--- src/rtl/fft_size_smooth_search_defines.svh ---
// Assertion macros for the length search block.
`ifndef FFT_SIZE_SMOOTH_SEARCH_DEFINES_SVH
`define FFT_SIZE_SMOOTH_SEARCH_DEFINES_SVH

// same-cycle implication
`define FSS_ASSERT_NOW(label, ante, cons, msg) \
    label: assert property (@(posedge clk) disable iff (!rst_n) (ante) |-> (cons)) \
        else $error(msg);

// next-cycle implication
`define FSS_ASSERT_NEXT(label, ante, cons, msg) \
    label: assert property (@(posedge clk) disable iff (!rst_n) (ante) |=> (cons)) \
        else $error(msg);

`endif

--- src/rtl/fss_pkg.sv ---
package fss_pkg;

    localparam int LEN_BITS_DEF = 24;

    // inverse of an odd number modulo 2^64 (Newton iteration)
    function automatic logic [63:0] odd_inverse(input logic [63:0] p);
        logic [63:0] x;
        x = p;
        for (int i = 0; i < 6; i++)
        begin
            x = x * (64'd2 - p * x);
        end
        return x;
    endfunction

endpackage

--- src/rtl/fft_size_smooth_search.sv ---
// Smooth transform length search.
// Input channel: request_len with in_valid / in_stall. An item is taken when
// in_valid is high and in_stall is low; in_stall stays high while an item is
// being searched or its result cannot yet be moved to the output register.
// Output channel: chosen_len, extension, search_failed with out_valid /
// out_stall. One result item per input item, one item in work at a time.
// Candidates request_len .. request_len + max(3, request_len/20) are tried in
// order. Each candidate is loaded, its factors of two are shifted out to find
// the odd part, each factor of 3, 5 or 7 is removed by a multiply step and a
// check step, the three failed divisibility tests follow and then the final
// check; a candidate of 0 or 1 is skipped at load. All divisions
// by 3, 5 and 7 go through a single shared multiplier (exact division by
// modular inverse), so the search time is data dependent. On failure the
// window end is seen at load; the done state hands results to the output register.
// A held result waits in the output register while out_stall is high; the
// next item may be accepted and searched meanwhile, and its result waits
// internally until the output register frees up.
// Reset (rst_n low, asynchronous) returns the sequencer to idle and clears
// out_valid.
`include "fft_size_smooth_search_defines.svh"

module fft_size_smooth_search #(
    parameter int LEN_BITS = fss_pkg::LEN_BITS_DEF
) (
    input  logic                  clk,
    input  logic                  rst_n,
    input  logic                  in_valid,
    output logic                  in_stall,
    input  logic [LEN_BITS-1:0]   request_len,
    output logic                  out_valid,
    input  logic                  out_stall,
    output logic [LEN_BITS:0]     chosen_len,
    output logic [LEN_BITS-5:0]   extension,
    output logic                  search_failed
);

    localparam int W  = LEN_BITS + 1;
    localparam int EW = LEN_BITS - 4;

    localparam logic [2:0] S_IDLE = 3'd0;
    localparam logic [2:0] S_LOAD = 3'd1;
    localparam logic [2:0] S_TWO  = 3'd2;
    localparam logic [2:0] S_MUL  = 3'd3;
    localparam logic [2:0] S_CHK  = 3'd4;
    localparam logic [2:0] S_END  = 3'd5;
    localparam logic [2:0] S_DONE = 3'd6;

    localparam logic [1:0] P3 = 2'd0;
    localparam logic [1:0] P5 = 2'd1;
    localparam logic [1:0] P7 = 2'd2;

    localparam logic [63:0] INV3_FULL = fss_pkg::odd_inverse(64'd3);
    localparam logic [63:0] INV5_FULL = fss_pkg::odd_inverse(64'd5);
    localparam logic [63:0] INV7_FULL = fss_pkg::odd_inverse(64'd7);
    localparam logic [W-1:0] INV3 = INV3_FULL[W-1:0];
    localparam logic [W-1:0] INV5 = INV5_FULL[W-1:0];
    localparam logic [W-1:0] INV7 = INV7_FULL[W-1:0];
    localparam logic [W-1:0] W_MASK = {W{1'b1}};
    localparam logic [W-1:0] LIM3 = W'(W_MASK / 3);
    localparam logic [W-1:0] LIM5 = W'(W_MASK / 5);
    localparam logic [W-1:0] LIM7 = W'(W_MASK / 7);
    localparam logic [EW-1:0] MIN_EXT = EW'(3);

    logic [2:0]          state_reg, state_next;
    logic [LEN_BITS-1:0] req_reg, req_next;
    logic [EW-1:0]       ext_reg, ext_next;
    logic [W-1:0]        n_reg, n_next;
    logic [W-1:0]        prod_reg, prod_next;
    logic [1:0]          pidx_reg, pidx_next;
    logic                fail_reg, fail_next;
    logic                out_valid_reg, out_valid_next;
    logic [W-1:0]        chosen_reg, chosen_next;
    logic [EW-1:0]       ext_out_reg, ext_out_next;
    logic                failed_out_reg, failed_out_next;

    logic [W-1:0]        cand;
    logic [W:0]          ext_x20;
    logic                in_window;
    logic [W-1:0]        inv_sel;
    logic [W-1:0]        lim_sel;
    logic [W-1:0]        prod_full;

    assign cand      = {1'b0, req_reg} + W'(ext_reg);
    assign ext_x20   = ({(W+1-EW)'(0), ext_reg} << 4) + ({(W+1-EW)'(0), ext_reg} << 2);
    assign in_window = (ext_reg <= MIN_EXT) || (ext_x20 <= {2'b00, req_reg});

    always_comb
    begin
        case (pidx_reg)
            P3:
            begin
                inv_sel = INV3;
                lim_sel = LIM3;
            end
            P5:
            begin
                inv_sel = INV5;
                lim_sel = LIM5;
            end
            default:
            begin
                inv_sel = INV7;
                lim_sel = LIM7;
            end
        endcase
    end

    assign prod_full = n_reg * inv_sel;

    always_comb
    begin
        state_next      = state_reg;
        req_next        = req_reg;
        ext_next        = ext_reg;
        n_next          = n_reg;
        prod_next       = prod_reg;
        pidx_next       = pidx_reg;
        fail_next       = fail_reg;
        out_valid_next  = out_valid_reg && out_stall;
        chosen_next     = chosen_reg;
        ext_out_next    = ext_out_reg;
        failed_out_next = failed_out_reg;
        case (state_reg)
            S_IDLE:
            begin
                if (in_valid)
                begin
                    req_next   = request_len;
                    ext_next   = '0;
                    state_next = S_LOAD;
                end
            end
            S_LOAD:
            begin
                if (!in_window)
                begin
                    fail_next  = 1'b1;
                    state_next = S_DONE;
                end
                else if (cand <= W'(1))
                begin
                    ext_next = ext_reg + EW'(1);
                end
                else
                begin
                    n_next     = cand;
                    pidx_next  = P3;
                    state_next = S_TWO;
                end
            end
            S_TWO:
            begin
                if (!n_reg[0])
                begin
                    n_next = n_reg >> 1;
                end
                else
                begin
                    state_next = S_MUL;
                end
            end
            S_MUL:
            begin
                prod_next  = prod_full;
                state_next = S_CHK;
            end
            S_CHK:
            begin
                if (prod_reg <= lim_sel)
                begin
                    n_next     = prod_reg;
                    state_next = S_MUL;
                end
                else if (pidx_reg == P7)
                begin
                    state_next = S_END;
                end
                else
                begin
                    pidx_next  = pidx_reg + 2'd1;
                    state_next = S_MUL;
                end
            end
            S_END:
            begin
                if (n_reg == W'(1) || n_reg == W'(11) || n_reg == W'(13))
                begin
                    fail_next  = 1'b0;
                    state_next = S_DONE;
                end
                else
                begin
                    ext_next   = ext_reg + EW'(1);
                    state_next = S_LOAD;
                end
            end
            S_DONE:
            begin
                if (!out_valid_reg || !out_stall)
                begin
                    out_valid_next  = 1'b1;
                    chosen_next     = fail_reg ? {1'b0, req_reg} : cand;
                    ext_out_next    = fail_reg ? '0 : ext_reg;
                    failed_out_next = fail_reg;
                    state_next      = S_IDLE;
                end
            end
            default:
            begin
                state_next = S_IDLE;
            end
        endcase
    end

    always_ff @(posedge clk or negedge rst_n)
    begin
        if (!rst_n)
        begin
            state_reg     <= S_IDLE;
            out_valid_reg <= 1'b0;
            pidx_reg      <= P3;
            fail_reg      <= 1'b0;
        end
        else
        begin
            state_reg     <= state_next;
            out_valid_reg <= out_valid_next;
            pidx_reg      <= pidx_next;
            fail_reg      <= fail_next;
        end
    end

    always_ff @(posedge clk)
    begin
        req_reg        <= req_next;
        ext_reg        <= ext_next;
        n_reg          <= n_next;
        prod_reg       <= prod_next;
        chosen_reg     <= chosen_next;
        ext_out_reg    <= ext_out_next;
        failed_out_reg <= failed_out_next;
    end

    assign in_stall      = (state_reg != S_IDLE);
    assign out_valid     = out_valid_reg;
    assign chosen_len    = chosen_reg;
    assign extension     = ext_out_reg;
    assign search_failed = failed_out_reg;

    `FSS_ASSERT_NEXT(a_busy_after_accept, in_valid && !in_stall, in_stall,
        "accepted item did not start a search")
    `FSS_ASSERT_NOW(a_divisor_index, state_reg == S_CHK || state_reg == S_MUL,
        pidx_reg <= P7, "divisor index out of range")
    `FSS_ASSERT_NOW(a_residue_nonzero, state_reg == S_MUL, n_reg != '0,
        "residue fell to zero while dividing")
    `FSS_ASSERT_NOW(a_fail_no_ext, out_valid && search_failed, extension == '0,
        "failed search reports nonzero extension")

endmodule
--- config.mk ---
export PLATFORM = sky130hd
export DESIGN_NAME = fft_size_smooth_search
export DESIGN_NICKNAME = d
export VERILOG_FILES = /design/src/rtl/fss_pkg.sv /design/src/rtl/fft_size_smooth_search.sv
export VERILOG_INCLUDE_DIRS = /design/src /design/src/rtl
export SDC_FILE = /design/constraint.sdc
export NUM_CORES = 1
export LEC_CHECK = 0
export ABC_AREA = 1
export BUFFER_PORTS_ARGS = -buffer_cell sky130_fd_sc_hd__buf_2
export CORE_MARGIN = 2
export CORE_UTILIZATION = 30
export CTS_BUF_LIST = sky130_fd_sc_hd__clkbuf_4 sky130_fd_sc_hd__clkbuf_8 sky130_fd_sc_hd__clkbuf_16
export CTS_CLUSTER_DIAMETER = 80
export DETAILED_ROUTE_END_ITERATION = 12
export PLACE_DENSITY = 0.51
export SYNTH_ARGS = -nofsm -noshare
export SYNTH_HDL_FRONTEND = slang
export SYNTH_SLANG_ARGS = --single-unit
--- constraint.sdc ---
create_clock -name clk -period 6.8 [get_ports clk]
set_input_delay 1.02 -clock clk [delete_from_list [all_inputs] [get_ports clk]]
set_output_delay 1.02 -clock clk [all_outputs]
set_load 0.02 [all_outputs]
-- Yosys cells after proc, flatten, opt, wreduce, memory -nomap -nowiden
Cells that the tools add are included.
- $mul: 1
- order comparisons: 4
- bitwise operators: 0
- shifts and indexed selects: 0
- divide/modulo/power cells: 0
- muxes and demuxes: 32
- add/sub/neg operators: 4
- reduce and logical (&&, ||, !) cells: 22
- equal/unequal tests: 25
- operators by type and width (cell ; count):
    25-bit two-way mux ; 4
    20-bit two-way mux ; 4
    25-bit one-hot mux with 3 select lines ; 1
    20-bit one-hot mux with 3 select lines ; 1
    25-bit by 4-bit == test with 1-bit output (second input constant) ; 2
    24-bit one-hot mux with 2 select lines ; 1
    23-bit one-hot mux with 2 select lines ; 1
    2-bit inequality test (second input constant) ; 13
    24-bit by 20-bit adder with 25-bit output ; 1
    24-bit by 22-bit adder with 25-bit output ; 1
    25-bit by 1-bit == test with 1-bit output (second input constant) ; 1
    25-bit by 1-bit <= comparator with 1-bit output (second input constant) ; 1
    25-bit by 24-bit <= comparator with 1-bit output ; 1
    25-bit <= comparator ; 1
    25-bit by 24-bit multiplier with 25-bit output ; 1
    24-bit two-way mux ; 1
    3-bit two-way mux ; 8
    3-bit one-hot mux with 7 select lines ; 1
    20-bit by 1-bit adder with 20-bit output (second input constant) ; 1
    20-bit by 2-bit <= comparator with 1-bit output (second input constant) ; 1
    5-bit AND reduction ; 3
    3-bit == test (second input constant) ; 3
    3-bit nonzero test ; 3
    2-bit two-way mux ; 4
    other kinds (18) ; 29
- output and inout port bits: 48
- bits in read-only memories: 0
- latch bits: 0
- flip-flop bits (word level): 147
- logic and storage cells: 101
- input port bits: 28
- bits in writable memories: 0
- memories: 0

-- Depth between registers and ports, before layout
Gate-level depths: netlist (run 1).
- word-level depth: 5
- depth in mapped cells: 34
- gate-level depth less buffers: 33

-- Worst setup path after synthesis (run 1)
OpenSTA, ideal clock, no wires.
- kind: register to register
- start: register pidx_reg[1]
- end: register prod_reg[24], data pin
- setup time: 252 ps
- arrival time: 6712 ps
- path slack: -164 ps
- stages on the path, launching flop included: 29
- buffers on the path: 3
- period minus slack after synthesis: 6964 ps
- path through: dfrtp_1 -> inv_1 -> ha_1 -> buf_6 -> nor2_8 -> inv_2 -> buf_2 -> buf_1 -> nor2_1 -> fa_1 -> fa_1 -> inv_1 -> fa_1 -> inv_1 -> fa_1 -> fa_1 -> fa_1 -> inv_1 -> fa_1 -> inv_1 -> ha_1 -> nand2_1 -> nor3_1 -> nand2_1 -> or3_1 -> o211ai_1 -> xnor2_1 -> nand3b_1 -> nand2_1
- longest elaborated chain between the ends: 3
- RTL lines (what ; line ; text):
    from (decl) ; fft_size_smooth_search.sv:69 ; logic [1:0] pidx_reg, pidx_next;
    from (signal assigned) ; fft_size_smooth_search.sv:228 ; pidx_reg <= pidx_next;
    2-bit by 1-bit == test with 1-bit output or 2-bit zero test (tied branches) ; fft_size_smooth_search.sv:89 ; case (pidx_reg)
    23-bit one-hot mux with 2 select lines (*) ; fft_size_smooth_search.sv:89 ;
    25-bit by 24-bit multiplier with 25-bit output (*) ; fft_size_smooth_search.sv:108 ; assign prod_full = n_reg * inv_sel;
    via prod_full[24] ; fft_size_smooth_search.sv:81 ; logic [W-1:0] prod_full;
    to (signal assigned) ; fft_size_smooth_search.sv:238 ; prod_reg <= prod_next;
    to (decl) ; fft_size_smooth_search.sv:68 ; logic [W-1:0] prod_reg, prod_next;
The timed path passes the listed nets; every way through them passes the cells marked *.
A chain may end at the register's enable or synchronous reset.

-- Worst setup path in the final report (run 1)
- start: register pidx_reg[0]
- end: register prod_reg[24], data pin
Same word-level chain as after synthesis.

==> results of run 1 <==
-- cell usage after synthesis (all sizes together) (2+ instances only) --
cell type	count
clkbuf	22
o22ai	2
a22oi	23
nand2	494
dfrtp	7
edfxtp	140
nor3	22
a21boi	3
a21oi	72
o21bai	10
buf	7
o21ai	82
a211oi	6
xnor2	29
xor2	45
inv	604
nand3	72
o211ai	4
clkinv	2
o2111ai	3
nand3b	8
fa	192
nand4	45
nor2	198
a21o	5
o31ai	2
o21a	2
and3	2
a221oi	2
and2	5
ha	191
a31oi	4
nor4	15
or2	3
-- cells by family after synthesis --
logic type | count (synthesis)
DFF | 147
and+or+nand+nor | 865
buffers and inverters | 635
xor gates and xnor gates | 74
other | 1
AOI/OAI and AO/OA | 221
adders and majority gates | 383
-- worst min-delay path by stage --
stage	start	endpoint	slack, ns	cells past startpoint
finish	rst_n	out_valid	0.41	1
global route	rst_n	out_valid	0.41	1
CTS	rst_n	out_valid	0.39	1
detailed placement	pidx_reg[1]	pidx_reg[1]	0.56	3
global placement	pidx_reg[1]	pidx_reg[1]	0.56	3
floorplan	fail_reg	search_failed	0.42	0
-- repair_timing --
action                                  CTS  global route
pin swaps                                18            61
endpoints found under the setup margin    6             9
gates cloned                              1             1
gates resized for setup                  49            80
setup buffers                             4            10
-- final cells by class --
cell class,instances,share of cell area [%]
flip-flops and latches,147,19.2
multi-input cells,1545,54.4
well taps,837,4.58
repair buffers,297,9.44
clock buffers,17,1.86
clock inverters,15,0.542
inverters,606,9.99
-- placed cells by master (no fill, tap or decap), drive strengths merged --
master / count
a211oi: 6
a21boi: 3
a21o: 5
a21oi: 72
a221oi: 2
a22oi: 23
a31oi: 4
and2: 5
and3: 2
buf: 296
clkbuf: 18
clkinv: 10
clkinvlp: 2
conb: 2
dfrtp: 7
edfxtp: 140
fa: 192
ha: 191
inv: 609
nand2: 494
nand3: 72
nand3b: 8
nand4: 45
nor2: 198
nor3: 22
nor4: 15
o2111ai: 3
o211ai: 4
o21a: 2
o21ai: 82
o21bai: 10
o221ai: 1
o22ai: 2
o31ai: 2
or2: 3
or3: 1
xnor2: 29
xor2: 45
-- stage by stage --
step | util [%] | instance area (sq um) | worst slack, ns | setup TNS (ns) | hold WS (ns)
2_1_floorplan | - | 18700 | 0.00478 | 0 | 0.423
3_3_place_gp | 35.1 | 21600 | -0.188 | -0.387 | 0.555
3_5_place_dp | 35.1 | 21600 | -0.206 | -0.622 | 0.561
4_1_cts | 36.3 | 22400 | -0.00503 | -0.00503 | 0.391
5_1_grt | 37.0 | 22800 | -0.224 | -0.469 | 0.405
6_report | 37.0 | 22800 | 0.0520 | 0 | 0.409
-- critical path: cells and delay by family (launching register included) --
| family | cells | cell delay [ns] |
|---|---|---|
| and+or+nand+nor | 8 | 1.11 |
| buffers and inverters | 9 | 0.80 |
| adders and majority gates | 9 | 3.86 |
| AOI/OAI and AO/OA | 1 | 0.12 |
| xor gates and xnor gates | 1 | 0.16 |
| DFF | 1 | 0.44 |
-- routing by layer --
layer / part of all wire [%] / track usage [%] / up-vias / wire length, microns
met3: 3.1 / 1.96 / 96 / 2000
met2: 49 / 36.1 / 313 / 31300
li1: - / - / 7812 / -
met4: 4.1 / 8.17 / 4 / 2600
met1: 44 / 25.8 / 7697 / 27800
met5: 0.044 / 0 / - / 28
==> impl_metrics.json, run 1 <==
{
  "clk_latency_ns": 0.46,
  "clk_pin_slew_ns": 0.07,
  "synthTopCellsByArea": "edfxtp_1, fa_1, ha_1",
  "critPathCaptureType": "register",
  "syn_area_sq_um": 18700,
  "gp_congestion": 0.933,
  "die_h_microns": 254,
  "synth_area_per_cell_sq_um": 8.04,
  "synth_top_family_by_area": "adder cells",
  "rsz0062_at_grt": "yes",
  "r2r_setup_slack_ns": 0.05,
  "cp.arrival_ns": 6.95,
  "r2r_start": "pidx_reg[0]",
  "required_ns": 7.01,
  "grt_max_degree": 63,
  "hold_viol": 0,
  "dp_hpwl_mm": 54.3,
  "tightest_slew_ns": 0.800,
  "skew_ns": 0.0170,
  "yosysWarningCount": 0,
  "ys_ff_latch": 147,
  "ys_seq_area_share_pct": 23.4,
  "cts_tree": "built",
  "yosys.area_share.simple_pct": 20.0,
  "grt_pass1_wl_mm": 98.0,
  "antenna_cells": 0,
  "grtUsageTotal_pct": 20.5,
  "viasPerCell": 4.60,
  "synthAdderAreaFrac_pct": 33.3,
  "wl_per_cell_microns": 18.4,
  "drive_gt1_share_pct": 18.1,
  "synth-edff-count": 140,
  "period_minus_slack_ns": 6.75,
  "clock_path_buffers": 2,
  "finalMaxSlewViolations": 0,
  "grt_pass1_vias": 17000,
  "cts_sinks": 147,
  "initial_core_util_pct": 30.3,
  "ant_nets": 0,
  "grt_remaining_overflow": 0,
  "die_area_sq_um": 64400,
  "period_share_pct": 99.2,
  "die_x_microns": 254,
  "cts_inserted_buffers": 17,
  "ctsHtreeMaxLevel": 4,
  "synthXorXnorAreaFrac_pct": 3.55,
  "slew_headroom_pct": 46.2,
  "dp.cells": 3416,
  "cp_common_cell": "fa_1",
  "max_cap_viol_count": 0,
  "stdcell_count": 3464,
  "fp.coreArea_sq_um": 61700,
  "area_delta_synth_final_pct": 22.1,
  "async_reset_ff_share_pct": 4.76,
  "status": "finished clean",
  "slowest_delay_ns": 0.53,
  "synth_compound_area_share_pct": 6.91,
  "synth_area_leader_cell": "edfxtp_1",
  "cp_max_fo": 8,
  "crit_start": "pidx_reg[0]",
  "regArea_sq_um": 4380,
  "reg2reg_to": "prod_reg[24]",
  "antenna_found_initial": 3,
  "multi_input_area_sq_um": 12400,
  "r2r_cells": 28,
  "routed_wl_mm": 63.7,
  "ys.flop_type": "edfxtp_1",
  "max_freq_mhz": 148,
  "crit_path_end": "prod_reg[24]",
  "min_path_type": "in2async",
  "nFillCells": 6476,
  "netlist_instances": 2326,
  "critPathKind": "reg2reg",
  "ys_types": 55,
  "drc": 0,
  "top_level_ports": 76,
  "setup_violations": 0,
  "num_vias": 15900,
  "start_kind": "register",
  "drtIter0Drc": 868,
  "ctsHoldBuffers": 0,
  "io_buffers": 75,
  "synth_top_area_share_pct": 22.5,
  "synth_mux_area_share_pct": 0,
  "fin_nets": 3025,
  "rows": 91,
  "firstDrtPassIters": 5,
  "root_buffer": "clkbuf_16",
  "slowest_stage": "fa_2"
}
Power of run 1 is not shown: default switching activity piles up to over one toggle a cycle in this logic, so the estimate is an artifact.
==> inputs of run 2 (changes only) <==
--- a/config.mk
+++ b/config.mk
@@ -13,7 +13,7 @@
 export CTS_BUF_LIST = sky130_fd_sc_hd__clkbuf_4 sky130_fd_sc_hd__clkbuf_8 sky130_fd_sc_hd__clkbuf_16
 export CTS_CLUSTER_DIAMETER = 80
 export DETAILED_ROUTE_END_ITERATION = 12
-export PLACE_DENSITY = 0.51
+export PLACE_DENSITY = 0.5
 export SYNTH_ARGS = -nofsm -noshare
 export SYNTH_HDL_FRONTEND = slang
 export SYNTH_SLANG_ARGS = --single-unit
==> constraint.sdc (replaced) <==
create_clock -name clk -period 6.55 [get_ports clk]
set_input_delay 0.9825 -clock clk [delete_from_list [all_inputs] [get_ports clk]]
set_output_delay 0.9825 -clock clk [all_outputs]
set_load 0.02 [all_outputs]
==> run 2 against run 1 <==
  * Sequential cell count stayed put
  * Critical path depth is 2 higher
  * Register-to-register slack worse by 0.29 ns
  * Routed wire length is 0.22% higher
  * Largest cell class unchanged
  * The run now ends with setup timing left
  * Critical path type unchanged
==> impl_metrics.json, run 2 (same netlist as run 1, synthesis figures left out) <==
{
  "clk_pin_slew_ns": 0.07,
  "initial_core_util_pct": 30.3,
  "slowest_stage": "fa_1",
  "io_buffers": 75,
  "critPathCaptureType": "register",
  "violations": "setup timing",
  "skew_ns": 0.00914,
  "reg2reg_to": "prod_reg[24]",
  "routed_wl_mm": 63.9,
  "rsz0062_at_grt": "yes",
  "nFillCells": 6438,
  "root_buffer": "clkbuf_16",
  "cp.arrival_ns": 7.00,
  "max_freq_mhz": 147,
  "clock_path_buffers": 2,
  "rows": 91,
  "setup_violations": 5,
  "ant_nets": 0,
  "r2r_cells": 30,
  "start_kind": "register",
  "worst_slack_ns": -0.242,
  "tightest_slew_ns": 0.754,
  "r2r_start": "pidx_reg[1]",
  "drc": 0,
  "gp_congestion": 0.941,
  "required_ns": 6.76,
  "drive_gt1_share_pct": 19.3,
  "wl_per_cell_microns": 18.3,
  "dp_hpwl_mm": 54.1,
  "fin_util_pct": 37.6,
  "fin_nets": 3046,
  "slew_headroom_pct": 49.3,
  "final_cell_mix": "inv_1, nand2_1, buf_4",
  "viasPerCell": 4.59,
  "cts_tree": "built",
  "period_minus_slack_ns": 6.79,
  "top_level_ports": 76,
  "period_share_pct": 104,
  "grt_max_degree": 63,
  "ctsHtreeMaxLevel": 4,
  "firstDrtPassIters": 5,
  "max_cap_viol_count": 0,
  "grt_pass1_wl_mm": 98.6,
  "grt_remaining_overflow": 0,
  "fp.coreArea_sq_um": 61700,
  "num_vias": 16000,
  "die_area_sq_um": 64400,
  "grtUsageTotal_pct": 20.5,
  "timing.hold.ws_ns": 0.357,
  "crit_start": "pidx_reg[1]",
  "min_path_type": "in2async",
  "cts_inserted_buffers": 17,
  "hold_viol": 0,
  "ctsHoldBuffers": 0,
  "slowest_delay_ns": 0.54,
  "antenna_found_initial": 4,
  "finalMaxSlewViolations": 0,
  "clk_latency_ns": 0.46,
  "cts_sinks": 147,
  "area_delta_synth_final_pct": 23.9,
  "grt_pass1_vias": 17300,
  "cp_max_fo": 5,
  "die_h_microns": 254,
  "die_x_microns": 254,
  "r2r_setup_slack_ns": -0.24,
  "critPathKind": "reg2reg",
  "status": "finished with violations",
  "final_common_cell": "inv_1",
  "drtIter0Drc": 887
}
## run 2: critical path: cells and delay by family, from the launching register on
family | cells | cell delay (ns)
adder cells (fa/ha/maj) | 9 | 3.75
buffers and inverters | 11 | 1.05
AND/OR/NAND/NOR | 8 | 1.05
flip-flops | 1 | 0.39
XOR/XNOR | 1 | 0.16
AO/OA/AOI/OAI | 1 | 0.11
## run 2: metrics by stage
stage / TNS (ns) / instances / area (sq um) / worst slack, ns
after CTS: -0.393 / 3474 / 22900 / -0.191
after global routing: -2.22 / 3485 / 23200 / -0.505
after detailed placement: -4.68 / 3426 / 21800 / -0.795
after global placement: -4.38 / 3426 / 21800 / -0.800
after floorplan: 0 / 2327 / 18800 / 0.000313
final: -0.852 / 3486 / 23200 / -0.242
## run 2: layout make-up
cell class / instances / area [sq um] / area share [%]
multi-input cells: 1545 / 12500 / 54.1
well taps: 837 / 1050 / 4.52
repair buffers: 318 / 2340 / 10.1
diodes: 1 / 2.50 / 0.0108
clock inverters: 15 / 170 / 0.734
flip-flops and latches: 147 / 4380 / 18.9
clock buffers: 17 / 425 / 1.84
inverters: 606 / 2280 / 9.85
## run 2: what timing repair did
action | CTS | global route
resized for setup | 104 | 35
endpoints found under the setup margin | 10 | 9
setup buffers | 16 | 11
pin swaps | 63 | 37
gates cloned | 1 | 0
## run 2: how the worst max path moves through the flow
stage,slack [ns],cells after the start,end
final,-0.24,30,prod_reg[24]
after detailed placement,-0.80,30,prod_reg[20]
after CTS,-0.19,29,prod_reg[24]
after global placement,-0.80,30,prod_reg[20]
after floorplan,0.0003,28,prod_reg[24]
after global routing,-0.51,28,prod_reg[24]
## run 2: routing by layer
metal | vias to the layer above | share of wire [%] | track usage [%]
li1 | 7848 | - | -
met1 | 7673 | 43 | 25.1
met2 | 384 | 49 | 36.1
met3 | 106 | 4.5 | 3.30
met4 | 6 | 3.4 | 7.83
met5 | - | 0.050 | 0
Power of run 2 is left out for the same reason.
==> inputs of run 3 (changes only) <==
--- a/config.mk
+++ b/config.mk
@@ -14,6 +14,7 @@
 export CTS_CLUSTER_DIAMETER = 80
 export DETAILED_ROUTE_END_ITERATION = 12
 export PLACE_DENSITY = 0.5
+export SETUP_SLACK_MARGIN = 0.4
 export SYNTH_ARGS = -nofsm -noshare
 export SYNTH_HDL_FRONTEND = slang
 export SYNTH_SLANG_ARGS = --single-unit
==> run 3 against run 2 <==
  * The flow still finishes with violations (setup timing)
  * Critical path depth down 2
  * Sequential cell count unchanged
  * Setup slack better by 0.021 ns
  * Worst hold slack better by 0.026 ns
  * Final cell count up 0.37%
  * Register-to-register slack better by 0.02 ns
==> impl_metrics.json, run 3 (same netlist as run 1, synthesis figures left out) <==
{
  "final_common_cell": "inv_1",
  "clk_pin_slew_ns": 0.07,
  "r2r_cells": 28,
  "die_h_microns": 254,
  "start_kind": "register",
  "fp.coreArea_sq_um": 61700,
  "num_vias": 16200,
  "grt_pass1_wl_mm": 99.6,
  "area_delta_synth_final_pct": 25.5,
  "max_cap_viol_count": 0,
  "min_path_type": "in2async",
  "rsz0062_at_grt": "yes",
  "slew_headroom_pct": 46.7,
  "firstDrtPassIters": 7,
  "ctsHoldBuffers": 0,
  "max_freq_mhz": 148,
  "gp_congestion": 0.989,
  "worst_slack_ns": -0.221,
  "period_share_pct": 103,
  "status": "finished with violations",
  "clk_latency_ns": 0.45,
  "root_buffer": "clkbuf_16",
  "wl_per_cell_microns": 18.6,
  "io_buffers": 75,
  "grt_remaining_overflow": 0,
  "viasPerCell": 4.64,
  "finalMaxSlewViolations": 0,
  "grt_max_degree": 63,
  "violations": "setup timing",
  "skew_ns": 0.0224,
  "setup_violations": 8,
  "final_area_sq_um": 23500,
  "period_minus_slack_ns": 6.77,
  "top_level_ports": 76,
  "cp_common_cell": "fa_1",
  "drc": 0,
  "placed_cell_area_sq_um": 21900,
  "drive_gt1_share_pct": 21.1,
  "cts_sinks": 147,
  "cp_max_fo": 5,
  "slowest_stage": "fa_1",
  "clock_path_buffers": 2,
  "antenna_cells": 0,
  "cp.arrival_ns": 6.98,
  "cts_inserted_buffers": 17,
  "cts_tree": "built",
  "ant_nets": 0,
  "critPathKind": "reg2reg",
  "critPathCaptureType": "register",
  "nFillCells": 6433,
  "hold_viol": 0,
  "drtIter0Drc": 944,
  "ctsHtreeMaxLevel": 4,
  "routed_wl_mm": 64.9,
  "tightest_slew_ns": 0.793,
  "grt_pass1_vias": 17200,
  "fin_nets": 3060,
  "grtUsageTotal_pct": 20.8,
  "dp_hpwl_mm": 55.7,
  "antenna_found_initial": 1,
  "initial_core_util_pct": 30.3,
  "rows": 91,
  "required_ns": 6.75,
  "final_cell_mix": "inv_1, nand2_1, buf_4",
  "die_x_microns": 254,
  "die_area_sq_um": 64400,
  "slowest_delay_ns": 0.55
}
## run 3: changes by cell type in the layout (fill, tap and decap cells not counted), sizes merged
cell      change
clkinv        +3
clkinvlp      -2
inv           -1
buf          +13
bufinv        +1
diode         -1
## run 3: through the flow
stage               utilization, %  instances  hold slack (ns)  worst slack [ns]  setup TNS, ns
finish                        38.0       3499            0.383            -0.221         -0.483
detailed placement            35.5       3433            0.592            -0.629          -2.79
CTS                           37.6       3487            0.361            -0.159         -0.336
global route                  38.0       3499            0.372            -0.483          -2.60
global placement              35.5       3433            0.572            -0.589          -2.69
floorplan                        -       2327            0.423             0.124              0
## run 3: path summary, 6_finish.rpt
kind                                  start      endpoint  slack, ns
worst max-delay path            pidx_reg[0]  prod_reg[24]      -0.22
worst min-delay path                  rst_n  state_reg[1]       0.38
worst max register to register  pidx_reg[0]  prod_reg[24]      -0.22
worst min register to register  prod_reg[0]      n_reg[0]       0.60
max in group asynchronous             rst_n      fail_reg       5.96
min in group clk                prod_reg[0]      n_reg[0]       0.60
## run 3: worst max-delay path: cells and delay by family (launching register included)
| family | cells | cell delay [ns] |
|---|---|---|
| adders and majority gates | 9 | 3.88 |
| xor gates and xnor gates | 1 | 0.17 |
| AOI/OAI and AO/OA | 1 | 0.15 |
| and+or+nand+nor | 8 | 1.14 |
| DFF | 1 | 0.38 |
| buffers and inverters | 9 | 0.79 |
## run 3: cell type report
type / count / area, sq um / share of cell area [%]
Multi-Input combinational cell: 1545 / 12700 / 54.2
Inverter: 606 / 2290 / 9.75
Clock inverter: 15 / 179 / 0.762
Sequential cell: 147 / 4380 / 18.7
Timing Repair Buffer: 331 / 2430 / 10.3
Timing Repair inverter: 1 / 6.26 / 0.0267
Tap cell: 837 / 1050 / 4.46
Clock buffer: 17 / 425 / 1.81
## run 3: routing by layer
layer	vias to the layer above	global-route usage, %	wire length (microns)
met5	-	0	13
met4	2	7.56	2410
met3	77	2.02	1930
met2	325	37.5	32600
met1	7943	25.7	28000
li1	7893	-	-
## run 3: timing repair
action	4_1_cts	5_1_grt
pin swaps	84	70
gates cloned	1	0
buffers inserted	21	12
endpoints found under the setup margin	13	14
resized for setup	116	50
hold endpoints to repair	0	0
Power of run 3 is left out for the same reason.
